## config.mk

```make
export PLATFORM = sky130hd
export DESIGN_NAME = blti_ctrl
export DESIGN_NICKNAME = d
export VERILOG_FILES = /design/src/hdl/blti_pkg.sv /design/src/hdl/blti_ctrl.sv
export SDC_FILE = /design/constraint.sdc
export NUM_CORES = 1
export LEC_CHECK = 0
export BUFFER_PORTS_ARGS = -buffer_cell sky130_fd_sc_hd__buf_2
export CAP_MARGIN = 20
export CORE_MARGIN = 2
export CORE_UTILIZATION = 45
export DETAILED_ROUTE_END_ITERATION = 8
export GPL_ROUTABILITY_DRIVEN = 0
export PLACE_DENSITY = 0.65
export SYNTH_ARGS = -nofsm -noshare
export SYNTH_HDL_FRONTEND = slang
export SYNTH_SLANG_ARGS = --single-unit
```

## constraint.sdc

```tcl
create_clock -name clock -period 7.85 [get_ports clock]
set_input_delay 0.785 -clock clock [delete_from_list [all_inputs] [get_ports clock]]
set_output_delay 0.785 -clock clock [all_outputs]
set_load 0.05 [all_outputs]
```

## src/hdl/blti_pkg.sv

```systemverilog
package blti_pkg;

   localparam int TableEntries = 16;
   localparam int MaxDegrees   = 4;
   localparam int FracBits     = 16;
   localparam int IdxW         = $clog2(TableEntries);
   localparam int UsedW        = $clog2(TableEntries + 1);
   localparam int LimW         = $clog2(MaxDegrees);
   localparam int ToleranceReset = 7;
   // One quotient bit per step: 32 integer bits plus the fraction
   localparam int DivSteps     = 32 + FracBits;

   typedef enum logic [1:0] {
      OP_CLEAR  = 2'd0,
      OP_INSERT = 2'd1,
      OP_QUERY  = 2'd2,
      OP_NONE   = 2'd3
   } opcode_type;

   typedef enum logic [1:0] {
      ST_ANSWER   = 2'd0,
      ST_INSERTED = 2'd1,
      ST_FULL     = 2'd2,
      ST_CLEARED  = 2'd3
   } status_type;

   // Source of the response fields
   typedef enum logic [1:0] {
      SEL_ZERO  = 2'd0,
      SEL_FOUND = 2'd1,
      SEL_LERP  = 2'd2
   } sel_type;

   localparam logic CFG_LERP = 1'b0;
   localparam logic CFG_TOL  = 1'b1;

   // Commands from the controller to the datapath
   typedef struct packed {
      logic             load_req;     // capture the request fields
      logic             clear_used;   // empty the table
      logic             shift_step;   // move entry idx-1 up to idx
      logic             write_new;    // write captured entry at idx
      logic             rd_found;     // read entry idx into A registers
      logic             rd_next;      // read entry idx into B registers
      logic             div_start;    // start the divider
      logic             div_step;     // one restoring step
      logic             mul_step;     // one lane of multiply
      logic             fin_step;     // accumulate one lane
      logic [LimW:0]    lane;         // lane 0 is distance, 1.. limits
      logic [IdxW-1:0]  idx;
      sel_type          rsp_sel;
      status_type       status;
      logic             rsp_load;
   } cmd_type;

   // Status back to the controller
   typedef struct packed {
      logic [UsedW-1:0] used;
      opcode_type       op;
      logic             prev_gt;      // entry idx-1 distance > new
      logic             le_bound;     // entry idx distance <= bound
      logic             lerp;
   } stat_type;

endpackage

```

## src/hdl/blti_ctrl.sv

```systemverilog
module blti_ctrl (
   input  logic               clock,
   input  logic               reset,
   input  logic               req_tvalid,
   output logic               req_tready,
   output logic               rsp_tvalid,
   input  logic               rsp_tready,
   input  blti_pkg::stat_type stat,
   output blti_pkg::cmd_type  cmd
);

   typedef enum logic [3:0] {
      S_IDLE, S_DECODE, S_SHIFT, S_WRITE, S_SEARCH, S_RDA, S_RDB, S_DIVST,
      S_DIV, S_MUL, S_FIN, S_RESP
   } state_type;

   state_type state_ff, state_in;
   logic [blti_pkg::IdxW-1:0] idx_ff, idx_in;
   logic [blti_pkg::IdxW-1:0] found_ff, found_in;
   logic [5:0] cnt_ff, cnt_in;
   logic [blti_pkg::LimW:0] lane_ff, lane_in;
   logic rsp_valid_ff, rsp_valid_in;
   blti_pkg::status_type rsp_status_ff, rsp_status_in;
   blti_pkg::sel_type rsp_sel_ff, rsp_sel_in;
   blti_pkg::cmd_type c;

   localparam logic [blti_pkg::LimW:0] LastLane = (blti_pkg::LimW+1)'(blti_pkg::MaxDegrees);
   localparam logic [blti_pkg::IdxW-1:0] LastIdx = blti_pkg::IdxW'(blti_pkg::TableEntries - 1);
   localparam logic [5:0] LastStep = 6'(blti_pkg::DivSteps - 1);

   assign req_tready = (state_ff == S_IDLE);
   assign rsp_tvalid = rsp_valid_ff;
   assign cmd = c;

   // Sequence each request: clear, insert with shift and write, or query with search, divide and lerp steps
   always_comb begin
      state_in = state_ff;
      idx_in = idx_ff;
      found_in = found_ff;
      cnt_in = cnt_ff;
      lane_in = lane_ff;
      rsp_valid_in = rsp_valid_ff;
      rsp_status_in = rsp_status_ff;
      rsp_sel_in = rsp_sel_ff;
      c = '0;
      c.idx = idx_ff;
      c.lane = lane_ff;
      c.status = rsp_status_ff;
      c.rsp_sel = rsp_sel_ff;
      if (rsp_valid_ff && rsp_tready) rsp_valid_in = 1'b0;
      unique case (state_ff)
         S_IDLE: begin
            if (req_tvalid) begin
               c.load_req = 1'b1;
               state_in = S_DECODE;
            end
         end
         S_DECODE: begin
            rsp_status_in = blti_pkg::ST_ANSWER;
            rsp_sel_in = blti_pkg::SEL_ZERO;
            unique case (stat.op)
               blti_pkg::OP_CLEAR: begin
                  c.clear_used = 1'b1;
                  rsp_status_in = blti_pkg::ST_CLEARED;
                  state_in = S_RESP;
               end
               blti_pkg::OP_INSERT: begin
                  if (stat.used >= blti_pkg::UsedW'(blti_pkg::TableEntries)) begin
                     rsp_status_in = blti_pkg::ST_FULL;
                     state_in = S_RESP;
                  end else begin
                     idx_in = stat.used[blti_pkg::IdxW-1:0];
                     state_in = S_SHIFT;
                  end
               end
               blti_pkg::OP_QUERY: begin
                  idx_in = '0;
                  found_in = '0;
                  state_in = (stat.used == '0) ? S_RESP : S_SEARCH;
               end
               default: state_in = S_IDLE;
            endcase
         end
         S_SHIFT: begin
            if (idx_ff != '0 && stat.prev_gt) begin
               c.shift_step = 1'b1;
               idx_in = idx_ff - 1'b1;
            end else begin
               state_in = S_WRITE;
            end
         end
         S_WRITE: begin
            c.write_new = 1'b1;
            rsp_status_in = blti_pkg::ST_INSERTED;
            state_in = S_RESP;
         end
         S_SEARCH: begin
            if (stat.le_bound) found_in = idx_ff;
            if ((blti_pkg::UsedW)'(idx_ff) + 1'b1 >= stat.used) begin
               idx_in = stat.le_bound ? idx_ff : found_ff;
               state_in = S_RDA;
            end else begin
               idx_in = idx_ff + 1'b1;
            end
         end
         S_RDA: begin
            c.rd_found = 1'b1;
            if (stat.lerp && (blti_pkg::UsedW)'(idx_ff) + 1'b1 < stat.used
                && idx_ff != LastIdx) begin
               idx_in = idx_ff + 1'b1;
               state_in = S_RDB;
            end else begin
               rsp_sel_in = blti_pkg::SEL_FOUND;
               state_in = S_RESP;
            end
         end
         S_RDB: begin
            c.rd_next = 1'b1;
            state_in = S_DIVST;
         end
         S_DIVST: begin
            c.div_start = 1'b1;
            cnt_in = 6'd0;
            state_in = S_DIV;
         end
         S_DIV: begin
            c.div_step = 1'b1;
            cnt_in = cnt_ff + 1'b1;
            if (cnt_ff == LastStep) begin
               lane_in = '0;
               state_in = S_MUL;
            end
         end
         S_MUL: begin
            c.mul_step = 1'b1;
            state_in = S_FIN;
         end
         S_FIN: begin
            c.fin_step = 1'b1;
            if (lane_ff == LastLane) begin
               rsp_sel_in = blti_pkg::SEL_LERP;
               state_in = S_RESP;
            end else begin
               lane_in = lane_ff + 1'b1;
               state_in = S_MUL;
            end
         end
         S_RESP: begin
            // hold the result until the previous response has left
            if (!rsp_valid_ff || rsp_tready) begin
               c.rsp_load = 1'b1;
               rsp_valid_in = 1'b1;
               state_in = S_IDLE;
            end
         end
         default: state_in = S_IDLE;
      endcase
   end

   always_ff @(posedge clock) begin
      if (reset) begin
         state_ff <= S_IDLE;
         rsp_valid_ff <= 1'b0;
         idx_ff <= '0;
         found_ff <= '0;
         cnt_ff <= '0;
         lane_ff <= '0;
         rsp_status_ff <= blti_pkg::ST_ANSWER;
         rsp_sel_ff <= blti_pkg::SEL_ZERO;
      end else begin
         state_ff <= state_in;
         rsp_valid_ff <= rsp_valid_in;
         idx_ff <= idx_in;
         found_ff <= found_in;
         cnt_ff <= cnt_in;
         lane_ff <= lane_in;
         rsp_status_ff <= rsp_status_in;
         rsp_sel_ff <= rsp_sel_in;
      end
   end

endmodule

```

==> flow_summary_export.csv, run 1 <==
group,metric,value,unit
outcome,outcome,"finished clean",
detailed_routing,drc_errors,0,
synth,synthArstFlopShare,0,
sta,setup_viol,0,
global_routing,gr-total-overflow,0,
global_routing,grt_util_all_layers,0.207,
synth,syn_inst,256,
clock_network,h-tree-depth,1,
floorplanning,dieArea,4890,µm²
sta,fin_crit_sh,0.397,
floorplanning,die_h,69.9,µm
place,post_dp_cell_area,2120,µm²
setup_path,path_class,"flop to output port",
sta,final.setup.tns,0,ns
floorplanning,die_x,69.9,µm
clock_network,clock_path_buffers,2,
finish,nets,303,
setup_path,reg2reg_depth,8,
floorplanning,num_rows,23,
setup_path,worstSetupStartpointType,"flop",
place,hpwl,3.62,mm
finish,postLayoutCellArea,2190,µm²
min_path,hold_depth,2,
detailed_routing,vias,1910,
clock_network,cts_sinks,26,
synth,synth_nets,280,
clock_network,clk_pin_slew_worst_paths,0.10,ns
synth,ys_warn_count,0,
synth,synth-edff-count,0,
finish,most-common-layout-cells,"buf_2 (37), a21oi_1 (26), dfxtp_1 (26)",
power,p_per_area,325,nW/µm²
setup_path,worstPathArrival,2.33,ns
synth,synth_cell_types,60,
power,vdd_ir_drop_max,236,µV
clock_network,numCtsBuffers,3,
global_routing,antenna_found_initial,0,
sta,worstMarginPinSlew,0.742,ns
sta,max_slew_margin,0.498,
setup_path,end_kind,"output port",
synth,synth_area_leader_cell,"dfxtp_1",
setup_path,crit_required,7.07,ns
detailed_routing,dr.pass1.iters,4,
synth,synth-seq-cells,26,
synth,ys_top_cells_by_area,"dfxtp_1 (27%), a21oi_1 (6.7%), ha_1 (6.4%)",
floorplanning,core_region_area,4090,µm²
finish,mostFrequentLayoutCell,"buf_2",
detailed_routing,drtAntennaViolNets,0,
detailed_routing,routedWlPerCell,15.0,µm
synth,synth_area_per_cell,7.63,µm²
clock_network,clk_latency,0.28,ns
clock_network,post_cts_buffers,0,
sta,finalHoldViolCount,0,
global_routing,grt_pass1_vias,1692,
min_path,hp-class,"flop to flop",
detailed_routing,wirelength,4.92,mm
finish,area_delta_synth_final,12.2,%
global_routing,grt_pass1_wl,8.37,mm
sta,clock_skew,0.0165,ns
clock_network,cts_tree,"yes",
finish,diodes,0,
global_routing,grt_max_degree,27,
place,io_buffers,37,
sta,holdWs,0.491,ns
finish,drive_gt1_frac,0.180,
clock_network,clock-root-buffer,"clkbuf_8",
power,power.leakage,0.923,nW
setup_path,worstPathMaxFanout,22,
synth,ys_seq_area_frac,0.266,
detailed_routing,via_per_inst,5.82,
clock_network,cts_resized,0,
synth,synth_area,1950,µm²
clock_network,cts_hold_buf,0,
floorplanning,start_util,0.478,
floorplanning,pin_count,38,
job,cap_violations,0,
detailed_routing,drt_iter0_drc,280,
sta,grt_setup_unrepaired,"no",
synth,synth_ff_type,"dfxtp_1",
synth,yosys.area.top_type_share,0.266,
sta,drv_slew,0,
sta,fmax,0.321,GHz
sta,period_minus_slack,3.12,ns
-- synthesized netlist by cell type, drive strengths merged (2+ instances only) --
library cell and count:
xnor2 3, o21ai 6, xor2 2, nand2 16, nor4 3, inv 18
mux2i 3, dfxtp 26, ha 10, a22oi 5, nor2b 9, nand2b 2
buf 7, nand3b 2, nand3 7, a21oi 26, nor3 8, mux2 2
a32oi 2, a211oi 2, clkbuf 12, o22ai 4, o21a 3, o31ai 3
a21o 2, or2 2, and3 3, or4b 3, nor3b 2, and2 5
nor4b 2, nor2 24, o211ai 5, a311oi 3, o221ai 2, o311ai 3
a221oi 3
-- worst max-delay path: stages, from the launching register on --
cell and delay [ns]:
dfxtp_1 0.74, nor4b_2 0.72, and3_1 0.30, buf_2 0.28
-- area by class of cell --
class | instances | area, µm²
Clock inverter | 1 | 30.0
Timing Repair Buffer | 37 | 185
Sequential cell | 26 | 520
Inverter | 18 | 67.6
Clock buffer | 3 | 41.3
Tap cell | 50 | 62.6
Multi-Input combinational cell | 193 | 1290
Fill cell | 412 | 1890
-- flip-flops by register name, summed over array words and instances (netlist names) --
signal         cells
idx_ff             4
rsp_tvalid         1
rsp_status_ff      2
found_ff           4
rsp_sel_ff         2
lane_ff            3
state_ff           4
cnt_ff             6
-- power breakdown --
group	leakage (nW)	switching (mW)	internal [mW]	total, mW
Combinational	0.677	0.237	0.138	0.375
Sequential	0.211	0.0706	0.153	0.224
Clock	0.0357	0.0444	0.0683	0.113
-- routing by layer --
metal / global-route usage / part of all wire / vias to the layer above
met5: 0 / 0 / -
met4: 0.0449 / 0.0085 / 0
met3: 0.0433 / 0.059 / 4
met2: 0.279 / 0.41 / 56
met1: 0.331 / 0.53 / 864
li1: - / - / 986
-- stage by stage --
step / power (mW) / setup WS, ns / std cells / utilization
global route: 0.763 / 4.58 / 328 / 0.537
CTS: 0.713 / 4.76 / 328 / 0.537
detailed placement: 0.597 / 5.03 / 324 / 0.519
floorplan: 0.524 / 4.28 / 256 / -
finish: 0.712 / 4.73 / 328 / 0.537
global placement: 0.598 / 5.02 / 324 / 0.519
-- worst paths after layout --
path                            slack [ns]     startpoint       endpoint
worst max register to register        4.98      idx_ff[0]      idx_ff[2]
worst max-delay path                  4.73    state_ff[1]        cmd[19]
worst min register to register        0.49  rsp_sel_ff[1]  rsp_sel_ff[1]
worst min-delay path                  0.49  rsp_sel_ff[1]  rsp_sel_ff[1]
-- logic make-up after synthesis --
family | synth area share
flip-flops | 0.266
adder cells (fa/ha/maj) | 0.0640
buffers and inverters | 0.0755
AO/OA/AOI/OAI | 0.273
AND/OR/NAND/NOR | 0.272
XOR/XNOR | 0.0224
multiplexers | 0.0269
No activity file was read; power rests on OpenSTA's default activity.
==> run 2: changes to the inputs <==
- ABC_AREA: not set -> 1
- PLACE_DENSITY: 0.65 -> 0.67
- clock period: 7.85 -> 2.6 ns (I/O delays scaled with it)
==> flow_summary_export.csv, run 2 <==
group,metric,value,unit
place,io_buffers,37,
detailed_routing,drtAntennaViolNets,0,
power,power.leakage,1.23,nW
finish,seqCellArea,520,µm²
synth,post-synth-top-count-cell,"nand2_1",
synth,synthArstFlopShare,0,
setup_path,end_kind,"flop",
finish,fin_cells,401,
floorplanning,pin_count,38,
global_routing,grt_pass1_wl,8.71,mm
detailed_routing,wl_met3,237,µm
synth,yosys-top-cells-count,"nand2_1 (81), inv_1 (40), nor2_1 (30), dfxtp_1 (26), a21oi_1 (21)",
synth,synth_area,2040,µm²
setup_path,worstPathMaxFanout,8,
detailed_routing,top_layer_used,"met4",
clock_network,cts_resized,0,
clock_network,clk_pin_slew_worst_paths,0.10,ns
finish,area_delta_synth_final,15.4,%
synth,yosys.area.top_type_share,0.255,
detailed_routing,drt-met1-wl,2.45,mm
detailed_routing,drt_iter0_drc,160,
setup_path,path_class,"flop to flop",
setup_path,cpMostUsedCell,"nand2_1",
synth,ys_seq_area_frac,0.255,
finish,fin_util,0.540,
clock_network,numCtsBuffers,3,
sta,fin_crit_sh,0.907,
global_routing,grt_max_degree,22,
detailed_routing,dr.pass1.iters,4,
power,p_total,2.70,mW
synth,ys_warn_count,0,
detailed_routing,via_per_inst,5.15,
finish,fillers,456,
floorplanning,die_x,71.3,µm
setup_path,worstPathArrival,2.58,ns
clock_network,clock_path_buffers,2,
synth,synth_cell_types,38,
place,place_inst,397,
floorplanning,core_region_area,4350,µm²
finish,multi_input_area,1320,µm²
global_routing,grt_util_all_layers,0.211,
sta,period_minus_slack,2.36,ns
finish,nets,374,
synth,synth-seq-cells,26,
sta,setup_viol,0,
detailed_routing,met2WireLength,2.30,mm
sta,setup_slack,0.241,ns
power,p_per_area,1150,nW/µm²
clock_network,cts_sinks,26,
global_routing,grt_pass1_vias,1945,
sta,fmax,0.424,GHz
detailed_routing,vias,2067,
sta,worstMarginPinSlew,0.443,ns
sta,finalHoldViolCount,0,
detailed_routing,wirelength,5.09,mm
sta,final.setup.tns,0,ns
setup_path,cp_cell_sequence,"inv_1, ha_1, ha_1, nand2_1, nor2_1, nand2_1, nand3_1, nor2_1, nor2_2, nand2_1, a21oi_2",
sta,holdWs,0.290,ns
finish,top_register,"cnt_ff",
synth,synth_area_leader_cell,"dfxtp_1",
floorplanning,die_h,71.3,µm
finish,diodes,0,
setup_path,worstSetupStartpointType,"flop",
finish,most-common-layout-cells,"nand2_1 (81), inv_1 (40), buf_2 (37)",
clock_network,h-tree-depth,1,
finish,drive_gt1_frac,0.238,
floorplanning,num_rows,24,
finish,largest_register_ffs,6,
clock_network,clock-root-buffer,"clkbuf_8",
global_routing,gr-total-overflow,0,
clock_network,clk_latency,0.28,ns
clock_network,cts_tree,"yes",
setup_path,slowest_delay,0.47,ns
finish,postLayoutCellArea,2350,µm²
setup_path,crit_required,2.82,ns
synth,synth-edff-count,0,
finish,mostFrequentLayoutCell,"nand2_1",
floorplanning,dieArea,5080,µm²
detailed_routing,routedWlPerCell,12.7,µm
place,post_dp_cell_area,2270,µm²
place,hpwl,4.01,mm
min_path,hp-class,"input port to flop",
sta,grt_setup_unrepaired,"no",
floorplanning,start_util,0.468,
sta,drv_slew,0,
synth,synth_nets,335,
clock_network,post_cts_buffers,0,
synth,ys_top_cells_by_area,"dfxtp_1 (26%), nand2_1 (15%), inv_1 (7.4%)",
outcome,outcome,"finished clean",
synth,synth_area_per_cell,6.55,µm²
synth,syn_inst,311,
power,vdd_ir_drop_max,803,µV
synth,synth_ff_type,"dfxtp_1",
place,pre_cts_slack,0.246,ns
job,cap_violations,0,
sta,max_slew_margin,0.704,
sta,clock_skew,0.00481,ns
setup_path,crit_slowest_cell,"dfxtp_1",
global_routing,antenna_found_initial,0,
clock_network,cts_hold_buf,0,
detailed_routing,drc_errors,0,
[run 2: logic make-up after synthesis]
family / after synthesis / synth area share
buffers and inverters: 52 / 0.0988
adders and majority gates: 10 / 0.0614
and+or+nand+nor: 173 / 0.432
xor gates and xnor gates: 2 / 0.00860
AOI/OAI and AO/OA: 48 / 0.144
DFF: 26 / 0.255
[run 2: worst max-delay path: cells and delay by family, from the launching register on]
family | cells | cell delay (ns)
buffers and inverters | 1 | 0.17
adder cells (fa/ha/maj) | 2 | 0.63
flip-flops | 1 | 0.47
AO/OA/AOI/OAI | 1 | 0.12
AND/OR/NAND/NOR | 7 | 0.89
[run 2: path summary, 6_finish.rpt]
| check | endpoint | slack (ns) | cells after the start | startpoint |
|---|---|---|---|---|
| hold / removal | rsp_tvalid | 0.29 | 4 | rsp_tready |
| hold reg to reg | rsp_sel_ff[1] | 0.47 | 2 | rsp_sel_ff[1] |
| setup reg to reg | state_ff[1] | 0.24 | 11 | idx_ff[0] |
| setup / recovery | state_ff[1] | 0.24 | 11 | idx_ff[0] |
[run 2: report_power, final]
| part | leakage (nW) | switching, mW | internal [mW] |
|---|---|---|---|
| Combinational | 0.980 | 1.23 | 0.507 |
| Clock | 0.0357 | 0.146 | 0.206 |
| Sequential | 0.211 | 0.131 | 0.484 |
| Total | 1.23 | 1.51 | 1.20 |
[run 2: layout make-up]
| type | count | area share |
|---|---|---|
| multi-input cells | 233 | 0.563 |
| flip-flops and latches | 26 | 0.221 |
| inverters | 49 | 0.0793 |
| repair buffers | 37 | 0.0787 |
| well taps | 52 | 0.0277 |
| clock buffers | 3 | 0.0176 |
| clock inverters | 1 | 0.0128 |
[run 2: layer usage]
layer | track usage | vias to the layer above
met5 | 0 | -
met4 | 0.0818 | 0
met3 | 0.0295 | 13
met2 | 0.338 | 63
met1 | 0.286 | 907
li1 | - | 1084
==> run 3: changes to the inputs <==
- ABC_AREA: 1 -> not set
- CTS_CLUSTER_SIZE: not set -> 10
- PLACE_DENSITY: 0.67 -> 0.68
==> flow_summary_export.csv, run 3 (synthesized netlist as in run 1, its figures left out) <==
group,metric,value,unit
finish,largest_register_ffs,6,
finish,drive_gt1_frac,0.230,
clock_network,clock-root-buffer,"clkbuf_8",
clock_network,post_cts_buffers,0,
global_routing,grt_pass1_vias,1782,
finish,diodes,0,
floorplanning,core_region_area,4090,µm²
clock_network,numCtsBuffers,3,
detailed_routing,vias,1978,
outcome,outcome,"finished clean",
setup_path,cp_top_family,"compound AO/OA/AOI/OAI gates",
power,p_switching,1.09,mW
power,power.leakage,0.972,nW
power,combPwrFrac,0.587,
sta,fin_crit_sh,0.930,
floorplanning,die_x,69.9,µm
place,pre_cts_slack,0.0991,ns
setup_path,crit_slowest_cell,"dfxtp_2",
clock_network,clock_path_buffers,2,
sta,finalHoldViolCount,0,
setup_path,critPathBufInv,0,
sta,grt_setup_unrepaired,"no",
finish,nets,312,
power,vdd_ir_drop_max,539,µV
global_routing,grt_util_all_layers,0.208,
sta,fmax,0.414,GHz
clock_network,cts_sinks,26,
power,seqPwrFrac,0.259,
power,swShare,0.486,
place,hpwl,3.86,mm
detailed_routing,wirelength,5.04,mm
sta,max_slew_margin,0.560,
place,post_dp_cell_area,2210,µm²
clock_network,cts_tree,"yes",
clock_network,cts_resized,0,
sta,clock_skew,0.00399,ns
detailed_routing,routedWlPerCell,14.9,µm
setup_path,cp_cell_sequence,"ha_2, xor2_1, ha_1, a21oi_1, o221ai_2, or2_1, o311ai_0, a32o_1",
global_routing,grt_max_degree,27,
setup_path,worstPathArrival,2.64,ns
job,cap_violations,0,
global_routing,gr-total-overflow,0,
setup_path,path_class,"flop to flop",
place,io_buffers,37,
setup_path,worstPathMaxFanout,10,
sta,setup_slack,0.182,ns
finish,top_register,"cnt_ff",
clock_network,clk_latency,0.28,ns
sta,final.setup.tns,0,ns
finish,fillers,405,
floorplanning,start_util,0.478,
finish,fin_util,0.559,
sta,holdWs,0.279,ns
finish,mostFrequentLayoutCell,"buf_2",
sta,setup_viol,0,
clock_network,h-tree-depth,1,
floorplanning,dieArea,4890,µm²
sta,period_minus_slack,2.42,ns
global_routing,antenna_found_initial,0,
power,p_per_area,982,nW/µm²
clock_network,cts_hold_buf,0,
setup_path,end_kind,"flop",
setup_path,worstSetupStartpointType,"flop",
clock_network,clk_pin_slew_worst_paths,0.10,ns
detailed_routing,drt_iter0_drc,118,
power,intPower,1.16,mW
floorplanning,pin_count,38,
sta,drv_slew,0,
setup_path,crit_required,2.82,ns
detailed_routing,drtAntennaViolNets,0,
power,clockPowerShare,0.154,
detailed_routing,drc_errors,0,
min_path,hp-class,"input port to flop",
detailed_routing,dr.pass1.iters,4,
finish,area_delta_synth_final,17.0,%
finish,most-common-layout-cells,"buf_2 (37), a21oi_1 (25), nor2_1 (24)",
sta,worstMarginPinSlew,0.651,ns
floorplanning,num_rows,23,
setup_path,slowest_delay,0.44,ns
detailed_routing,via_per_inst,5.87,
finish,postLayoutCellArea,2290,µm²
global_routing,grt_pass1_wl,8.36,mm
floorplanning,die_h,69.9,µm
-- run 3: path summary, 6_finish.rpt --
kind,slack (ns),cells past startpoint,endpoint,from
hold reg to reg,0.48,2,rsp_sel_ff[1],rsp_sel_ff[1]
setup reg to reg,0.18,8,idx_ff[2],idx_ff[1]
setup / recovery,0.18,8,idx_ff[2],idx_ff[1]
hold / removal,0.28,3,rsp_tvalid,rsp_tready
-- run 3: layout make-up --
cell class	instances	area, µm²	share of cell area
sequential	26	527	0.230
multi-input combinational	193	1310	0.571
clock inverter	1	30.0	0.0131
tap	50	62.6	0.0274
inverter	18	67.6	0.0296
clock buffer	3	41.3	0.0181
timing repair buffer	46	253	0.111
-- run 3: metrics by stage --
stage / std cells / power, mW
2_1_floorplan: 256 / 1.60
3_3_place_gp: 333 / 1.87
3_5_place_dp: 333 / 1.88
4_1_cts: 337 / 2.24
5_1_grt: 337 / 2.40
6_report: 337 / 2.25
-- run 3: worst min-delay path, delay by kind of cell --
kind,cells,cell delay [ns]
simple gates,1,0.12
compound gates,1,0.06
buf+inv,1,0.07
-- run 3: layer usage --
layer	vias up	track usage	wire, µm
met3	6	0.0462	262
met2	59	0.337	2420
li1	1002	-	-
met4	0	0.0662	69
met1	911	0.275	2280
met5	-	0	0
-- run 3: power groups by stage --
stage               logic (mW)  registers [mW]  clock network [mW]
finish                    1.32           0.582               0.346
global route              1.43           0.593               0.371
floorplan                0.965           0.638                   0
detailed placement        1.30           0.583                   0
CTS                       1.31           0.575               0.353
global placement          1.29           0.583                   0
